[config.mk]
export PLATFORM = sky130hd
export DESIGN_NAME = mpqd_cell
export DESIGN_NICKNAME = d
export VERILOG_FILES = /design/src/sv/mpqd_pkg.sv /design/src/sv/mpqd_cell.sv
export SDC_FILE = /design/constraint.sdc
export NUM_CORES = 1
export LEC_CHECK = 0
export BUFFER_PORTS_ARGS = -buffer_cell sky130_fd_sc_hd__buf_2
export CAP_MARGIN = 20
export CORE_MARGIN = 8
export CORE_UTILIZATION = 31
export CTS_CLUSTER_DIAMETER = 100
export DETAILED_ROUTE_END_ITERATION = 6
export GPL_TIMING_DRIVEN = 0
export HOLD_SLACK_MARGIN = 0.03
export MAX_ROUTING_LAYER = met4
export PLACE_DENSITY = 0.63
export SYNTH_ARGS = -nofsm -noshare
export SYNTH_HDL_FRONTEND = slang
export SYNTH_SLANG_ARGS = --single-unit
[constraint.sdc]
create_clock -name clock -period 5.06 [get_ports clock]
set_input_delay 0.253 -clock clock [delete_from_list [all_inputs] [get_ports clock]]
set_output_delay 0.253 -clock clock [all_outputs]
set_load 0.02 [all_outputs]
[src/sv/mpqd_pkg.sv]
// Shared types and constants for the min priority queue with delete.
// Holds the queue depth, field widths, command and status codes, and the
// structs passed between the top level and the sorted cell chain.
package mpqd_pkg;

   localparam int CAPACITY = 64;
   localparam int COUNT_W  = $clog2(CAPACITY + 1);
   localparam int VALUE_W  = 32;
   localparam int CMD_W    = 2;
   localparam int STATUS_W = 3;
   localparam int OCC_W    = 7;

   typedef logic signed [VALUE_W-1:0] value_type;
   typedef logic [COUNT_W-1:0]        count_type;

   typedef enum logic [CMD_W-1:0] {
      CMD_INSERT  = 2'd0,
      CMD_DELETE  = 2'd1,
      CMD_QUERY   = 2'd2,
      CMD_INVALID = 2'd3
   } cmd_type;

   typedef enum logic [STATUS_W-1:0] {
      STATUS_OK        = 3'd0,
      STATUS_EMPTY     = 3'd1,
      STATUS_FULL      = 3'd2,
      STATUS_NOT_FOUND = 3'd3,
      STATUS_BAD_CMD   = 3'd4
   } status_type;

   // What a cell shows to its neighbors.
   typedef struct packed {
      logic      valid;
      value_type entry;
      logic      gt;     // empty, or entry greater than the broadcast value
      logic      ge;     // empty, or entry greater than or equal to it
   } link_type;

   // Broadcast from the top level to every cell.
   typedef struct packed {
      logic      insert;   // insert the value, shift larger entries up
      logic      capture;  // latch delete match flags
      logic      shift;    // remove the matched entry, shift larger ones down
      value_type value;
   } cell_ctl_type;

endpackage

[src/sv/mpqd_cell.sv]
// One cell of the sorted chain: holds a single entry and its valid bit.
// Depends on mpqd_pkg for the link and control structs.
module mpqd_cell
   import mpqd_pkg::*;
(
   input  logic         clock,
   input  logic         reset,
   input  cell_ctl_type ctl,
   input  link_type     left,
   input  link_type     right,
   output link_type     link,
   output logic         hit
);

   logic      valid_ff, valid_in;
   value_type entry_ff, entry_in;
   logic      ge_ff, hit_ff;
   logic      gt, ge, match;

   assign gt    = !valid_ff || (entry_ff > ctl.value);
   assign ge    = !valid_ff || (entry_ff >= ctl.value);
   // first entry not below the value, and equal to it
   assign match = valid_ff && (entry_ff == ctl.value) && !left.ge;

   always_comb begin
      entry_in = entry_ff;
      valid_in = valid_ff;
      priority if (ctl.insert && gt) begin
         entry_in = left.gt ? left.entry : ctl.value;
         valid_in = valid_ff | left.valid;
      end else if (ctl.shift && ge_ff) begin
         entry_in = right.entry;
         valid_in = right.valid;
      end else begin
         entry_in = entry_ff;
      end
   end

   always_ff @(posedge clock) begin
      if (reset) begin
         valid_ff <= 1'b0;
         hit_ff   <= 1'b0;
      end else begin
         valid_ff <= valid_in;
         if (ctl.capture) begin
            hit_ff <= match;
         end
      end
      entry_ff <= entry_in;
      if (ctl.capture) begin
         ge_ff <= ge;
      end
   end

   assign link = '{valid: valid_ff, entry: entry_ff, gt: gt, ge: ge};
   assign hit  = hit_ff;

endmodule

# After elaboration in Yosys (flattened, before gate mapping)
# Cells that the tools add are included.
[classes]
n_lt_le_gt_ge = 2
mux = 5
n_reduce_logical = 9
eq_ne = 1
n_bitwise = 1
[op_table]
columns = ["op", "n"]
rows = [
  ["$mux W32", 3],
  ["$eq A32 B32 Y1", 1],
  ["$ge A32 B32 Y1", 1],
  ["$gt A32 B32 Y1", 1],
  ["$logic_and A1 B1 Y1", 4],
  ["$logic_not A1 Y1", 2],
  ["$logic_or A1 B1 Y1", 2],
  ["$mux W1", 2],
  ["$reduce_bool A2 Y1", 1],
  ["$or A1 B1 Y1", 1],
]
[word_totals]
regBits = 35
out_inout_bits = 36
word_cells = 22
input_bits = 107

# Logic depth before layout (Yosys ltp)
[depth]
depth_word = 4
ltp_mapped = 10
depth_no_buf = 9

# Least setup slack after synthesis
# No wires, ideal clock.
[synth_path]
kind = "register to register"
start = "register entry_ff[19]"
end = "register entry_ff[0], enable pin"
path_slack_ns = 1.329
path_stages_with_launch = 7
period_less_slack_ns = 3.731
setup_ns = 0.425
path_buffers = 0
arrival_time_ns = 3.306
required_ns = 4.635
path_cell_list = "edfxtp_1 -> ha_1 -> nand4_1 -> nor4_4 -> nor3b_2 -> a2111oi_4 -> o21ai_1"
[synth_between]
elab_chain_cells = 4
[synth_rtl]
columns = ["item", "line_no", "text"]
rows = [
  ["start, declared", "mpqd_cell.sv:16", "value_type entry_ff, entry_in;"],
  ["start signal, assigned", "mpqd_cell.sv:49", "entry_ff <= entry_in;"],
  ["$gt A32 B32 Y1", "mpqd_cell.sv:20", "assign gt = !valid_ff || (entry_ff > ctl.value);"],
  ["$logic_or A1 B1 Y1", "mpqd_cell.sv:20", ""],
  ["$logic_and A1 B1 Y1", "mpqd_cell.sv:28", "priority if (ctl.insert && gt) begin"],
  ["$reduce_bool A2 Y1 (no source line)", "n/a", ""],
]
# No other way between the ends.
# A chain may end at the register's enable or synchronous reset.

# Worst setup path in the final report
[layout_path]
start = "register entry_ff[19]"
end = "register entry_ff[10], enable pin"
# The elaborated chain is that of the path after synthesis.

==> impl_metrics.toml <==
[global_route]
global_route_wire_length_before_repair_um = 13600
first_global_vias = 2858
largest_net_degree_at_the_start_of_global_routing = 18
number_of_antenna_violations_at_the_first_check_in_global_routing = 0
global_route_usage_over_all_layers_pct = 13.7
gr-total-overflow = 0

[final_layout]
antenna_diode_count = 0
post_synthesis_to_final_layout_area_growth_pct = 33.1
layout.cell_area.non_filler_sq_um = 3840
layout.nets = 568
n_fill_cell = 943
layout-drive-gt1-share_pct = 44.4
utilization_pct = 41.9

[worst_setup_path]
setup.worst_path.start = "entry_ff[19]"
critical_path_required_ns = 5.06
arrival_time_worst_endpoint_ns = 3.02
critical_path.reg2reg.startpoint = "entry_ff[19]"
worst_setup_path_end_kind = "register"
critPathLaunchType = "register"
crit_fanout = 17
critPathKind = "register to register"

[floorplanning]
coreArea_sq_um = 9150
die_w_um = 112
fp.dieArea_sq_um = 12600
initial_core_util_pct = 31.5
io_pins = 143
placementRows = 35
die_h_um = 112

[run]
cap_viol_max_count = 0

[timing]
max-slew-margin-rel_pct = 58.1
totalNegativeSetupSlack_ns = 0
worst_max_slew_pin_slew_ns = 0.626
finalSetupViolations = 0
finalHoldViolCount = 0
timing.clock.skew_ns = 0.00328
final_min_period_over_clock_period_pct = 59.8
fmax_mhz = 331
rsz0062_at_grt = "no"
timing.final.ws_setup_ns = 2.04
finalCriticalPeriod_ns = 3.02
slew_viol_final = 0

[power_and_ir_drop]
power_density_nw_per_um2 = 258
power.internal_uw = 648
leakagePower_nw = 1.95
power.combinational.fraction_pct = 40.1
clkPwrFrac_pct = 20.4
power_switching_share_pct = 34.7
p_sw_uw = 344
seq_power_share_pct = 39.5
ir_drop_uv = 106

[detailed_routing]
viasPerCell = 4.68
final_antenna_net_count = 0
drt_iter0_markers = 130
routedWlPerCell_um = 16.0
drt_pre_antenna_iters = 4
drcViolationCount = 0
route.vias.total = 2533
postRouteWirelength_um = 8640

[cts]
tritoncts.num_buffers = 5
clock_tree_from_tritoncts = "done"
cts.path.max_buffers = 2
cts-resized-gates = 0
worst_skew_pair.late_latency_ns = 0.28
post_cts_clock_slew_at_the_launch_and_capture_registers_of_the_worst_setup_and_hold_paths_ns = 0.07
post_cts.repair.setup_buffers = 0
cts_hold_buffers = 0
clockRootBuffer = "sky130_fd_sc_hd__clkbuf_8"
cts.sinks = 35
ctsHtreeMaxLevel = 2

[yosys]
post_synth_inst_count = 282
synthesis.area_sq_um = 2880
post_synthesis_sequential_element_count = 35
dominant_cell_type_by_area_after_synthesis = "sky130_fd_sc_hd__edfxtp_1"
avgSynthCellArea_sq_um = 10.2
yosys-top-cells-area = "sky130_fd_sc_hd__edfxtp_1 (34%), sky130_fd_sc_hd__mux2_4 (15%), sky130_fd_sc_hd__ha_1 (14%)"
synthDominantCellAreaShare_pct = 34.4
netlist-cell-type-count = 34
synth_sequential_area_ratio_pct = 35.7
synth_warnings = 0
synth.net_count = 421

[min_path]
startpoint_of_the_tightest_hold_check_path = "reset"
hp-class = "input pin to register"

[place]
routabilityCongestion = 0.850
numPortBuffers = 139
preCtsSetupSlack_ns = 2.01
placed_cell_area_sq_um = 3760
detailed_place_hpwl_um = 7320

[status]
run_status = "finished clean"
-- power by group through the flow --
stage                     combinational, mW  clock, mW  sequential [mW]
after floorplan                       0.215          0            0.444
after global placement                0.386          0            0.400
after detailed placement              0.402          0            0.398
after CTS                             0.404      0.208            0.392
after global routing                  0.438      0.218            0.397
final                                 0.397      0.203            0.392
-- critical path: stages, from the launching register on --
cell,delay (ns)
sky130_fd_sc_hd__edfxtp_1,0.41
sky130_fd_sc_hd__ha_1,0.33
sky130_fd_sc_hd__nand4_1,0.22
sky130_fd_sc_hd__nor4_4,0.47
sky130_fd_sc_hd__nor3b_2,0.37
sky130_fd_sc_hd__a2111oi_4,0.14
sky130_fd_sc_hd__o21ai_4,0.56
sky130_fd_sc_hd__buf_16,0.24
-- state kept, by name, summed over array words and instances, names as in the netlist --
name	flops
hit	1
valid_ff	1
ge_ff	1
entry_ff	32
-- final cells by class --
cell class | count | area, sq um | share of cell area (%)
flip-flops and latches | 35 | 1030 | 26.9
repair buffers | 140 | 723 | 18.8
plain buffers | 13 | 109 | 2.84
clock buffers | 7 | 76.3 | 1.99
inverters | 37 | 139 | 3.62
well taps | 111 | 139 | 3.62
clock inverters | 1 | 5.00 | 0.130
multi-input cells | 197 | 1620 | 42.1
-- path summary, 6_finish.rpt --
kind	to	slack, ns	cells past startpoint
setup / recovery	entry_ff[10]	2.04	7
setup reg to reg	entry_ff[10]	2.04	7
hold reg to reg	hit	0.47	2
hold / removal	hit	0.13	2
-- synth_stat cells --
cell type,count
sky130_fd_sc_hd__a31o_2,1
sky130_fd_sc_hd__o31a_1,1
sky130_fd_sc_hd__a211oi_1,1
sky130_fd_sc_hd__mux2_1,3
sky130_fd_sc_hd__nand4_1,6
sky130_fd_sc_hd__and4b_1,1
sky130_fd_sc_hd__nor2_8,1
sky130_fd_sc_hd__nor4_4,1
sky130_fd_sc_hd__ha_1,32
sky130_fd_sc_hd__nor2_1,4
sky130_fd_sc_hd__nand2b_1,1
sky130_fd_sc_hd__a21o_1,1
sky130_fd_sc_hd__nor3_1,3
sky130_fd_sc_hd__edfxtp_1,33
sky130_fd_sc_hd__a211o_1,1
sky130_fd_sc_hd__mux2_4,29
sky130_fd_sc_hd__dfxtp_1,2
sky130_fd_sc_hd__nand2_1,40
sky130_fd_sc_hd__a21boi_0,1
sky130_fd_sc_hd__buf_4,3
sky130_fd_sc_hd__nor3b_2,1
sky130_fd_sc_hd__a2111oi_4,1
sky130_fd_sc_hd__nand4b_1,1
sky130_fd_sc_hd__a21oi_2,1
sky130_fd_sc_hd__o21ai_1,5
sky130_fd_sc_hd__buf_12,3
sky130_fd_sc_hd__nand3_1,5
sky130_fd_sc_hd__mux2_2,1
sky130_fd_sc_hd__clkbuf_1,7
sky130_fd_sc_hd__o21ai_0,35
sky130_fd_sc_hd__a21oi_1,18
sky130_fd_sc_hd__nand4_2,1
sky130_fd_sc_hd__a221oi_2,1
sky130_fd_sc_hd__inv_1,37
-- layout by cell type, fill, tap and decap left out, drive strengths merged, types with 2 or more instances in the layout --
master	instances
buf	146
nand3	5
clkbuf	14
o21ai	40
nand2	40
nor2	5
a21oi	19
nand4	7
ha	32
mux2	33
edfxtp	33
nor3	3
inv	37
dfxtp	2
-- routing by layer --
metal  up-vias  track usage (%)  wire length [um]
li1       1294                -                 -
met5         -                -                 0
met4         0             3.33               108
met3         8             2.47               372
met2        75             23.4              4350
met1      1156             16.2              3810
-- per-stage QoR --
| stage | total power [mW] | hold slack [ns] | instances |
|---|---|---|---|
| final | 0.992 | 0.134 | 541 |
| after global routing | 1.05 | 0.133 | 541 |
| after CTS | 1.00 | 0.128 | 541 |
| after detailed placement | 0.801 | 0.436 | 533 |
| after global placement | 0.785 | 0.436 | 532 |
| after floorplan | 0.658 | 0.322 | 282 |
-- cells by family (layout without fill, tap and decap cells) --
group	Yosys count	in the layout	synth area share, %
fa+ha+maj	32	32	13.9
flops	35	35	35.7
mux	33	33	16.7
buf+inv	50	198	8.59
simple gates	65	65	11.6
compound gates	67	67	13.5
Note: power is estimated with default switching activity, not from simulation.
